--- src/sv/sle_pkg.sv ---
`default_nettype none
// ----------------------------------------------------------------------------
// sle_pkg
// Shared types and codes for the sequential list engine: field widths,
// operation and status codes, controller states, command and status bundles.
// ----------------------------------------------------------------------------
package sle_pkg;

  localparam int KIND_W   = 2;
  localparam int POS_W    = 8;
  localparam int VALUE_W  = 32;
  localparam int STATUS_W = 2;

  localparam logic [KIND_W-1:0] KIND_RETRIEVE = 2'd0;
  localparam logic [KIND_W-1:0] KIND_LOCATE   = 2'd1;
  localparam logic [KIND_W-1:0] KIND_INSERT   = 2'd2;

  localparam logic [STATUS_W-1:0] STATUS_OK      = 2'd0;
  localparam logic [STATUS_W-1:0] STATUS_BAD_POS = 2'd1;
  localparam logic [STATUS_W-1:0] STATUS_RANGE   = 2'd2;

  typedef enum logic [2:0] {
    ST_IDLE,
    ST_DISPATCH,
    ST_RD_WAIT,
    ST_SCAN,
    ST_SHIFT,
    ST_INS_WR,
    ST_DONE
  } state_t;

  // read address source
  typedef enum logic [2:0] {
    RD_POS,
    RD_ZERO,
    RD_CNT_M1,
    RD_IDX_INC,
    RD_IDX_DEC
  } rd_src_t;

  typedef enum logic [2:0] {
    IDX_HOLD,
    IDX_ZERO,
    IDX_CNT_M1,
    IDX_INC,
    IDX_DEC
  } idx_op_t;

  typedef enum logic [2:0] {
    RES_NONE,
    RES_RANGE,
    RES_BAD_POS,
    RES_READ,
    RES_FOUND,
    RES_INSERTED
  } res_op_t;

  typedef struct packed {
    logic    capture;
    logic    rd_en;
    rd_src_t rd_src;
    idx_op_t idx_op;
    logic    wr_shift;
    logic    wr_insert;
    res_op_t res_op;
    logic    out_load;
  } sle_cmd_t;

  typedef struct packed {
    logic [KIND_W-1:0] kind;
    logic              rd_ok;
    logic              ins_bad;
    logic              full;
    logic              append;
    logic              count_zero;
    logic              match;
    logic              scan_last;
    logic              shift_last;
  } sle_stat_t;

endpackage
`default_nettype wire

--- src/sv/sle_req_if.sv ---
`default_nettype none
// ----------------------------------------------------------------------------
// sle_req_if
// Request channel: valid/ready handshake with operation, position and value.
// ----------------------------------------------------------------------------
interface sle_req_if;
  import sle_pkg::*;

  logic                      valid;
  logic                      ready;
  logic [KIND_W-1:0]         kind;
  logic [POS_W-1:0]          position;
  logic signed [VALUE_W-1:0] value;

  modport source (output valid, kind, position, value, input ready);
  modport sink   (input valid, kind, position, value, output ready);
endinterface
`default_nettype wire

--- src/sv/sle_rsp_if.sv ---
`default_nettype none
// ----------------------------------------------------------------------------
// sle_rsp_if
// Response channel: valid/ready handshake with status and result fields.
// ----------------------------------------------------------------------------
interface sle_rsp_if;
  import sle_pkg::*;

  logic                      valid;
  logic                      ready;
  logic [STATUS_W-1:0]       status;
  logic signed [VALUE_W-1:0] read_value;
  logic [POS_W-1:0]          found_position;
  logic [POS_W-1:0]          list_length;

  modport source (output valid, status, read_value, found_position, list_length,
                  input ready);
  modport sink   (input valid, status, read_value, found_position, list_length,
                  output ready);
endinterface
`default_nettype wire

--- src/sv/sle_ram.sv ---
`default_nettype none
// ----------------------------------------------------------------------------
// sle_ram
// Generic RAM: one write port, one read port with registered read data.
// ----------------------------------------------------------------------------
module sle_ram #(
  parameter int WIDTH = 32,
  parameter int DEPTH = 128
) (
  input  wire logic                     clk,
  input  wire logic                     we,
  input  wire logic [$clog2(DEPTH)-1:0] waddr,
  input  wire logic [WIDTH-1:0]         wdata,
  input  wire logic                     re,
  input  wire logic [$clog2(DEPTH)-1:0] raddr,
  output logic      [WIDTH-1:0]         rdata
);

  logic [WIDTH-1:0] mem [DEPTH];

  always_ff @(posedge clk) begin
    if (we) begin
      mem[waddr] <= wdata;
    end
    if (re) begin
      rdata <= mem[raddr];
    end
  end

endmodule
`default_nettype wire

--- src/sv/sle_ctrl.sv ---
`default_nettype none
// ----------------------------------------------------------------------------
// sle_ctrl
// Controller: sequences retrieve, locate scan and insert shift, and owns the
// request/response handshakes.
// ----------------------------------------------------------------------------
module sle_ctrl (
  input  wire logic               clk,
  input  wire logic               rst,
  input  wire logic               in_valid,
  output logic                    in_ready,
  output logic                    out_valid,
  input  wire logic               out_ready,
  input  wire sle_pkg::sle_stat_t stat,
  output sle_pkg::sle_cmd_t       cmd
);
  import sle_pkg::*;

  state_t state, state_next;
  logic   out_valid_next;
  logic   out_free;

  assign out_free = !out_valid || out_ready;
  assign in_ready = (state == ST_IDLE);

  always_ff @(posedge clk) begin
    if (rst) begin
      state     <= ST_IDLE;
      out_valid <= 1'b0;
    end else begin
      state     <= state_next;
      out_valid <= out_valid_next;
    end
  end

  always_comb begin
    state_next = state;
    unique case (state)
      ST_IDLE: begin
        if (in_valid) state_next = ST_DISPATCH;
      end
      ST_DISPATCH: begin
        state_next = ST_DONE;
        case (stat.kind)
          KIND_RETRIEVE: if (stat.rd_ok) state_next = ST_RD_WAIT;
          KIND_LOCATE:   if (!stat.count_zero) state_next = ST_SCAN;
          KIND_INSERT: begin
            if (!stat.ins_bad && !stat.full) begin
              state_next = stat.append ? ST_INS_WR : ST_SHIFT;
            end
          end
          default: state_next = ST_DONE;
        endcase
      end
      ST_RD_WAIT: state_next = ST_DONE;
      ST_SCAN: begin
        if (stat.match || stat.scan_last) state_next = ST_DONE;
      end
      ST_SHIFT: begin
        if (stat.shift_last) state_next = ST_INS_WR;
      end
      ST_INS_WR: state_next = ST_DONE;
      ST_DONE: begin
        if (out_free) state_next = ST_IDLE;
      end
      default: state_next = ST_IDLE;
    endcase
  end

  always_comb begin
    cmd            = '0;
    cmd.rd_src     = RD_POS;
    cmd.idx_op     = IDX_HOLD;
    cmd.res_op     = RES_NONE;
    out_valid_next = out_valid && !out_ready;
    unique case (state)
      ST_IDLE: begin
        cmd.capture = in_valid;
      end
      ST_DISPATCH: begin
        case (stat.kind)
          KIND_RETRIEVE: begin
            if (stat.rd_ok) begin
              cmd.rd_en  = 1'b1;
              cmd.rd_src = RD_POS;
            end else begin
              cmd.res_op = RES_RANGE;
            end
          end
          KIND_LOCATE: begin
            if (stat.count_zero) begin
              cmd.res_op = RES_RANGE;
            end else begin
              cmd.rd_en  = 1'b1;
              cmd.rd_src = RD_ZERO;
              cmd.idx_op = IDX_ZERO;
            end
          end
          KIND_INSERT: begin
            if (stat.ins_bad) begin
              cmd.res_op = RES_BAD_POS;
            end else if (stat.full) begin
              cmd.res_op = RES_RANGE;
            end else if (!stat.append) begin
              cmd.rd_en  = 1'b1;
              cmd.rd_src = RD_CNT_M1;
              cmd.idx_op = IDX_CNT_M1;
            end
          end
          default: cmd.res_op = RES_RANGE;
        endcase
      end
      ST_RD_WAIT: begin
        cmd.res_op = RES_READ;
      end
      ST_SCAN: begin
        if (stat.match) begin
          cmd.res_op = RES_FOUND;
        end else if (stat.scan_last) begin
          cmd.res_op = RES_RANGE;
        end else begin
          cmd.rd_en  = 1'b1;
          cmd.rd_src = RD_IDX_INC;
          cmd.idx_op = IDX_INC;
        end
      end
      ST_SHIFT: begin
        // move the element read last cycle up one slot, fetch the next lower
        cmd.wr_shift = 1'b1;
        if (!stat.shift_last) begin
          cmd.rd_en  = 1'b1;
          cmd.rd_src = RD_IDX_DEC;
          cmd.idx_op = IDX_DEC;
        end
      end
      ST_INS_WR: begin
        cmd.wr_insert = 1'b1;
        cmd.res_op    = RES_INSERTED;
      end
      ST_DONE: begin
        if (out_free) begin
          cmd.out_load   = 1'b1;
          out_valid_next = 1'b1;
        end
      end
      default: ;
    endcase
  end

endmodule
`default_nettype wire

--- src/sv/sle_dp.sv ---
`default_nettype none
// ----------------------------------------------------------------------------
// sle_dp
// Datapath: element store, length count, scan/shift index, request capture,
// result and output registers, and the flags the controller branches on.
// ----------------------------------------------------------------------------
module sle_dp #(
  parameter int CAPACITY = 128
) (
  input  wire logic                               clk,
  input  wire logic                               rst,
  input  wire sle_pkg::sle_cmd_t                  cmd,
  output sle_pkg::sle_stat_t                      stat,
  input  wire logic [sle_pkg::KIND_W-1:0]         in_kind,
  input  wire logic [sle_pkg::POS_W-1:0]          in_position,
  input  wire logic signed [sle_pkg::VALUE_W-1:0] in_value,
  output logic      [sle_pkg::STATUS_W-1:0]       out_status,
  output logic signed [sle_pkg::VALUE_W-1:0]      out_read_value,
  output logic      [sle_pkg::POS_W-1:0]          out_found_position,
  output logic      [sle_pkg::POS_W-1:0]          out_list_length
);
  import sle_pkg::*;

  localparam int AW = $clog2(CAPACITY);
  localparam int CW = $clog2(CAPACITY + 1);
  // common compare width for position and count
  localparam int W  = ((CW > POS_W) ? CW : POS_W) + 1;

  logic [KIND_W-1:0]   kind_q;
  logic [POS_W-1:0]    pos_q;
  logic [VALUE_W-1:0]  val_q;
  logic [CW-1:0]       count;
  logic [AW-1:0]       idx;
  logic [STATUS_W-1:0] res_status;
  logic [VALUE_W-1:0]  res_rd;
  logic [POS_W-1:0]    res_found;

  logic [W-1:0]       count_w, pos_w, idx_w, pos_m1;
  logic [AW-1:0]      raddr, waddr, pos_addr, cnt_m1_addr;
  logic [VALUE_W-1:0] rdata, wdata;
  logic               we;

  assign count_w     = W'(count);
  assign pos_w       = W'(pos_q);
  assign idx_w       = W'(idx);
  assign pos_m1      = pos_w - W'(1);
  assign pos_addr    = AW'(pos_m1);
  assign cnt_m1_addr = AW'(count_w - W'(1));

  assign stat.kind       = kind_q;
  assign stat.rd_ok      = (pos_w != '0) && (pos_w <= count_w);
  assign stat.ins_bad    = (pos_w == '0) || (pos_w > count_w + W'(1));
  assign stat.full       = (count_w == W'(CAPACITY));
  assign stat.append     = (pos_w == count_w + W'(1));
  assign stat.count_zero = (count == '0);
  assign stat.match      = (rdata == val_q);
  assign stat.scan_last  = (idx_w + W'(1) == count_w);
  assign stat.shift_last = (idx_w == pos_m1);

  always_comb begin
    case (cmd.rd_src)
      RD_POS:     raddr = pos_addr;
      RD_ZERO:    raddr = '0;
      RD_CNT_M1:  raddr = cnt_m1_addr;
      RD_IDX_INC: raddr = idx + AW'(1);
      RD_IDX_DEC: raddr = idx - AW'(1);
      default:    raddr = '0;
    endcase
  end

  assign we    = cmd.wr_shift || cmd.wr_insert;
  assign waddr = cmd.wr_insert ? pos_addr : idx + AW'(1);
  assign wdata = cmd.wr_insert ? val_q : rdata;

  sle_ram #(
    .WIDTH(VALUE_W),
    .DEPTH(CAPACITY)
  ) u_store (
    .clk  (clk),
    .we   (we),
    .waddr(waddr),
    .wdata(wdata),
    .re   (cmd.rd_en),
    .raddr(raddr),
    .rdata(rdata)
  );

  always_ff @(posedge clk) begin
    if (rst) begin
      count <= '0;
    end else if (cmd.wr_insert) begin
      count <= count + CW'(1);
    end
  end

  always_ff @(posedge clk) begin
    if (cmd.capture) begin
      kind_q <= in_kind;
      pos_q  <= in_position;
      val_q  <= in_value;
    end

    case (cmd.idx_op)
      IDX_ZERO:   idx <= '0;
      IDX_CNT_M1: idx <= cnt_m1_addr;
      IDX_INC:    idx <= idx + AW'(1);
      IDX_DEC:    idx <= idx - AW'(1);
      default:    ;
    endcase

    case (cmd.res_op)
      RES_RANGE: begin
        res_status <= STATUS_RANGE;
        res_rd     <= '0;
        res_found  <= '0;
      end
      RES_BAD_POS: begin
        res_status <= STATUS_BAD_POS;
        res_rd     <= '0;
        res_found  <= '0;
      end
      RES_READ: begin
        res_status <= STATUS_OK;
        res_rd     <= rdata;
        res_found  <= '0;
      end
      RES_FOUND: begin
        res_status <= STATUS_OK;
        res_rd     <= '0;
        res_found  <= POS_W'(idx_w + W'(1));
      end
      RES_INSERTED: begin
        res_status <= STATUS_OK;
        res_rd     <= '0;
        res_found  <= '0;
      end
      default: ;
    endcase

    if (cmd.out_load) begin
      out_status         <= res_status;
      out_read_value     <= res_rd;
      out_found_position <= res_found;
      out_list_length    <= POS_W'(count_w);
    end
  end

endmodule
`default_nettype wire

--- src/sv/sequential_list_engine_unit.sv ---
`default_nettype none
// ----------------------------------------------------------------------------
// sequential_list_engine_unit
// Ordered list of signed 32-bit values in a RAM of CAPACITY entries.
// ----------------------------------------------------------------------------
// Each request is a retrieve (1-based position), a locate (first position
// holding a value) or an insert (shift the tail up one slot, store the value);
// every request yields one response carrying status, read value, found
// position and the list length after the operation. Requests are handled one
// at a time and the element RAM does one read and one write per cycle; a locate
// compares one element per cycle until a hit or the list end, and an insert
// moves one element of the tail per cycle, then writes the new value. A finished
// response sits in an output register, so the next request is taken while it
// waits. The list is empty after reset; no clearing pass is needed.
// ----------------------------------------------------------------------------
module sequential_list_engine_unit #(
  parameter int CAPACITY = 128
) (
  input wire logic  clk,
  input wire logic  rst,
  sle_req_if.sink   req,
  sle_rsp_if.source rsp
);
  import sle_pkg::*;

  sle_cmd_t  cmd;
  sle_stat_t stat;

  sle_ctrl u_ctrl (
    .clk      (clk),
    .rst      (rst),
    .in_valid (req.valid),
    .in_ready (req.ready),
    .out_valid(rsp.valid),
    .out_ready(rsp.ready),
    .stat     (stat),
    .cmd      (cmd)
  );

  sle_dp #(
    .CAPACITY(CAPACITY)
  ) u_dp (
    .clk               (clk),
    .rst               (rst),
    .cmd               (cmd),
    .stat              (stat),
    .in_kind           (req.kind),
    .in_position       (req.position),
    .in_value          (req.value),
    .out_status        (rsp.status),
    .out_read_value    (rsp.read_value),
    .out_found_position(rsp.found_position),
    .out_list_length   (rsp.list_length)
  );

endmodule
`default_nettype wire

--- src/flat_wrapper.sv ---
// flat-port wrapper written by rule: the top's interface ports become plain ports
module sequential_list_engine_unit_flat import sle_pkg::*;
#(
  parameter int CAPACITY = 128
)
  (clk, rst, req_valid, req_kind, req_position, req_value, req_ready, rsp_valid, rsp_status, rsp_read_value, rsp_found_position, rsp_list_length, rsp_ready);
  sle_req_if req_i ();
  sle_rsp_if rsp_i ();
  input wire logic clk;
  input wire logic rst;
  input wire logic [$bits(req_i.valid)-1:0] req_valid;
  input wire logic [$bits(req_i.kind)-1:0] req_kind;
  input wire logic [$bits(req_i.position)-1:0] req_position;
  input wire logic [$bits(req_i.value)-1:0] req_value;
  output wire logic [$bits(req_i.ready)-1:0] req_ready;
  output wire logic [$bits(rsp_i.valid)-1:0] rsp_valid;
  output wire logic [$bits(rsp_i.status)-1:0] rsp_status;
  output wire logic [$bits(rsp_i.read_value)-1:0] rsp_read_value;
  output wire logic [$bits(rsp_i.found_position)-1:0] rsp_found_position;
  output wire logic [$bits(rsp_i.list_length)-1:0] rsp_list_length;
  input wire logic [$bits(rsp_i.ready)-1:0] rsp_ready;
  assign req_i.valid = req_valid;
  assign req_i.kind = req_kind;
  assign req_i.position = req_position;
  assign req_i.value = req_value;
  assign req_ready = req_i.ready;
  assign rsp_valid = rsp_i.valid;
  assign rsp_status = rsp_i.status;
  assign rsp_read_value = rsp_i.read_value;
  assign rsp_found_position = rsp_i.found_position;
  assign rsp_list_length = rsp_i.list_length;
  assign rsp_i.ready = rsp_ready;
  sequential_list_engine_unit #(.CAPACITY(CAPACITY)) u_core (.clk(clk), .rst(rst), .req(req_i), .rsp(rsp_i));
endmodule
--- config.mk ---
export PLATFORM = sky130hd
export DESIGN_NAME = sequential_list_engine_unit_flat
export DESIGN_NICKNAME = d
export VERILOG_FILES = /design/src/sv/sle_pkg.sv /design/src/sv/sle_req_if.sv /design/src/sv/sle_rsp_if.sv /design/src/sv/sle_ram.sv /design/src/sv/sle_ctrl.sv /design/src/sv/sle_dp.sv /design/src/sv/sequential_list_engine_unit.sv /design/src/flat_wrapper.sv
export SDC_FILE = /design/constraint.sdc
export NUM_CORES = 2
export LEC_CHECK = 0
export BUFFER_PORTS_ARGS = -buffer_cell sky130_fd_sc_hd__buf_2
export CAP_MARGIN = 20
export CORE_ASPECT_RATIO = 0.9
export CORE_UTILIZATION = 40
export CTS_CLUSTER_DIAMETER = 100
export DETAILED_ROUTE_END_ITERATION = 6
export HOLD_SLACK_MARGIN = 0.02
export PLACE_DENSITY = 0.55
export SKIP_CTS_REPAIR_TIMING = 1
export SKIP_LAST_GASP = 1
export SLEW_MARGIN = 15
export SYNTH_ARGS = -nofsm -noshare
export SYNTH_HDL_FRONTEND = slang
export SYNTH_SLANG_ARGS = --single-unit
--- constraint.sdc ---
create_clock -name clk -period 5.72 [get_ports clk]
set_clock_uncertainty 0.05 [all_clocks]
set_input_delay 0.572 -clock clk [delete_from_list [all_inputs] [get_ports clk]]
set_output_delay 0.572 -clock clk [all_outputs]
set_load 0.02 [all_outputs]
==> results.md <==
- Final setup fails: 0
- Avg Cell Area, Syn: 19.9 µm²
- Post-synth EDFFs: 4269
- Yosys cell types: 94
- CP arrival: 6.39 ns
- Most frequent cells in the layout: edfxtp_1, buf_4, mux4_2
- DRC errors left: 0
- First-pass iteration count of the detailed router: 6
- Vias in the first global route: 91900
- Clock Latency Late Sink: 1.03 ns
- Clock Pin Slew Worst Setup and Hold Paths: 0.06 ns
- DR WL/cell: 36.1 µm
- R2r setup slk: 0.004 ns
- Pre-CTS WS: -0.742 ns
- WHS: 0.117 ns
- GRT overflow: 0
- Crit path kind: reg2reg
- Via count: 95700
- Die boundary width: 684 µm
- Area Growth Syn to Fin: 21.2%
- Initial antenna violation count: 40
- Root Buffer: clkbuf_16
- Slew margin rel.: 9.58%
- Yosys warning count: 0
- CP startpoint kind: flip-flop
- CP required: 6.40 ns
- Max VDD drop: 0.667 mV
- Core area: 415000 µm²
- WL final: 569000 µm
- Starting Density: 40.3%
- GRT Total Usage: 26.1%
- Status: completed
- Commonest non-fill, non-tap cell in the layout: edfxtp_1
- I/O pins: 98
- Largest net degree at the start of global routing: 121
- Worst Setup SP: u_core.u_dp.count[0]
- Final ANT Viol Nets: 0
- First-pass GRT wire length: 764000 µm
- Tightest Hold Check Type: in2reg
- Fmax achieved: 175 MHz
- Post-Layout Cell Count: 15700
- Fin nets: 9895
- Max incr delay on CP: 0.82 ns
- Synth area leaders: edfxtp_1, mux4_2, nand2_1, mux2i_1, nand3_1
- Die height: 616 µm
- Slew @ Worst Pin: 1.36 ns
- Endpoint type of the worst setup path: flip-flop
- H-Tree Depth: 5
- Pwr Density: 670 nW/µm²
- Worst reg2reg endpoint: u_core.u_dp.u_store.rdata[31]
- Hold Fails Final Rpt: 0
- Leakage: 66.1 nW
- Post-route clock period utilization: 99.9%
- RSZ-0062 raised after global routing: true
- Min Tclk post-route: 5.72 ns
- Syn nets: 8490
- Row count: 224
- Seq/Total Area, Yosys: 76.7%
- CTS Buffer Depth: 4
- Cell taking the most area after synthesis: edfxtp_1
- Worst-path fanout max: 30
- Num Clock Sinks: 4281
- Port bufs: 97
- Post-Syn Instances: 8419
- Die area: 421000 µm²
- Maxcap violations: 0
- CTS tree: done
- Crit-path most repeated cell: buf_4
- Storage cell area: 128000 µm²
- Placer Congestion: 0.923
- Filler cells: 33700
- Share of layout cells above drive strength 1: 31.6%
- Area occupied by multi-input gates: 38000 µm²
- Initial DRC Count: 15800
- Placed Cells: 14700
- CP cell instances: buf_4 > ha_2 > and3_4 > nand3_2 > xnor2_1 > ha_1 > and3_4 > or3b_4 > a21o_1 > nand4_1 > buf_4 > o22ai_2 > buf_4 > a211oi_4 > buf_6 > nand2_8 > buf_12 > buf_12 > nor2_2 > nand3_1 > a31oi_1 > buf_4 > a2111oi_0
- Top-area cell type share of the netlist area: 76.6%
- Routed vias/inst: 6.08
- Worst Setup EP: u_core.u_dp.u_store.rdata[31]
- Pins Over Slew Limit: 0
- Final WS setup: 0.00439 ns
- Async SR Flop Fraction: 0%
- Post-Syn Area: 167000 µm²
- FF-to-FF path depth: 23
- Synth Register Bits: 4281
- Worst path slowest cell: nor2_2
- Detail Placement HPWL: 349000 µm
- Total CTS buffers: 434
- Reg-to-reg critical path startpoint: u_core.u_dp.count[0]
- Synth Flop Type: edfxtp_1
==> kinds of logic after synthesis <==
| family | after synthesis | share of synthesized area (%) |
|---|---|---|
| compound gates | 836 | 3.68 |
| xor+xnor | 74 | 0.395 |
| fa+ha+maj | 25 | 0.187 |
| buf+inv | 550 | 1.85 |
| flops | 4281 | 76.7 |
| mux | 1144 | 13.2 |
| simple gates | 1509 | 3.94 |
==> report_power, final <==
group	leakage, nW	internal (W)	switching, W	total (W)
registers	38.5	0.0412	0.000717	0.0419
clock network	6.89	0.0163	0.0123	0.0286
logic	20.7	0.0250	0.0404	0.0653
==> worst max-delay path: cells and delay by family, from the launching register on <==
family | cells | cell delay [ns]
fa+ha+maj | 2 | 0.51
compound gates | 5 | 0.94
flops | 1 | 0.34
buf+inv | 7 | 1.20
simple gates | 8 | 2.21
xor+xnor | 1 | 0.14
==> state kept, by name, indices dropped and copies added, names as in the netlist <==
| name | flops |
|---|---|
| u_core.u_ctrl.state | 3 |
| u_core.u_ctrl.out_valid | 1 |
| u_core.u_dp.out_status | 2 |
| u_core.u_dp.count | 8 |
| u_core.u_dp.res_found | 8 |
| u_core.u_dp.pos_q | 8 |
| u_core.u_dp.kind_q | 2 |
| u_core.u_dp.out_found_position | 8 |
| u_core.u_dp.out_read_value | 32 |
| u_core.u_dp.u_store.rdata | 32 |
| u_core.u_dp.u_store.mem | 4096 |
| u_core.u_dp.res_rd | 32 |
| u_core.u_dp.out_list_length | 8 |
| u_core.u_dp.idx | 7 |
| u_core.u_dp.val_q | 32 |
| u_core.u_dp.res_status | 2 |
==> metrics by stage <==
stage	util (%)	setup TNS, ns	instance area, µm²	power, W
2_1_floorplan	-	0	167000	0.0703
3_3_place_gp	44.7	-24.35	186000	0.103
3_5_place_dp	44.7	-13.08	186000	0.103
4_1_cts	48.2	-14.31	200000	0.132
5_1_grt	48.9	-0.716	203000	0.139
6_report	48.9	0	203000	0.136
==> synth_stat cells, types with 12 or more instances <==
cell type and n:
nor2_1 209, and2_1 41, buf_1 30, clkbuf_1 121, o221ai_1 21, dfxtp_1 12
a2111oi_0 89, a311oi_1 32, buf_4 69, ha_1 25, a21oi_1 95, nor4_1 26
a211oi_1 68, inv_1 60, a32oi_1 61, o2111ai_1 12, nand3_1 215, a211o_1 27
mux4_2 853, xor2_1 45, buf_6 58, o22ai_1 86, a221oi_1 14, nand2_1 837
xnor2_1 28, o21ai_0 81, and3_1 28, nand4_1 48, mux2i_1 289, a22oi_1 25
edfxtp_1 4269, buf_2 204, a31oi_1 81, nor3_1 42, o211ai_1 44
==> final cells by class <==
type | count | share of cell area (%)
Sequential cell | 4281 | 63.3
Multi-Input combinational cell | 3588 | 18.7
Timing Repair Buffer | 1458 | 7.44
Clock buffer | 529 | 5.61
Tap cell | 5537 | 3.42
Clock inverter | 272 | 1.37
Inverter | 61 | 0.113
Antenna cell | 13 | 0.0160
==> metal layers <==
| metal | track usage, % | up-vias | part of all wire [%] |
|---|---|---|---|
| met5 | 0 | - | 0.015 |
| met4 | 8.78 | 8 | 3.8 |
| met3 | 6.45 | 942 | 12 |
| met2 | 39.0 | 6012 | 44 |
| met1 | 37.6 | 51100 | 40 |
| li1 | - | 37700 | - |
==> worst min path at each step <==
stage                                              endpoint                 startpoint  slack, ns  cells past startpoint
after global placement            u_core.u_dp.out_status[0]  u_core.u_dp.res_status[0]       0.35                      0
after CTS                              u_core.u_dp.pos_q[6]            req_position[6]      -0.38                      1
after global routing                   u_core.u_dp.pos_q[7]                  req_valid       0.11                      2
after detailed placement     u_core.u_dp.out_read_value[15]     u_core.u_dp.res_rd[15]       0.35                      0
final                                 u_core.u_dp.kind_q[0]                  req_valid       0.12                      2
after floorplan           u_core.u_dp.out_found_position[0]   u_core.u_dp.res_found[0]       0.35                      0
Note: power is estimated with default switching activity, not from simulation.
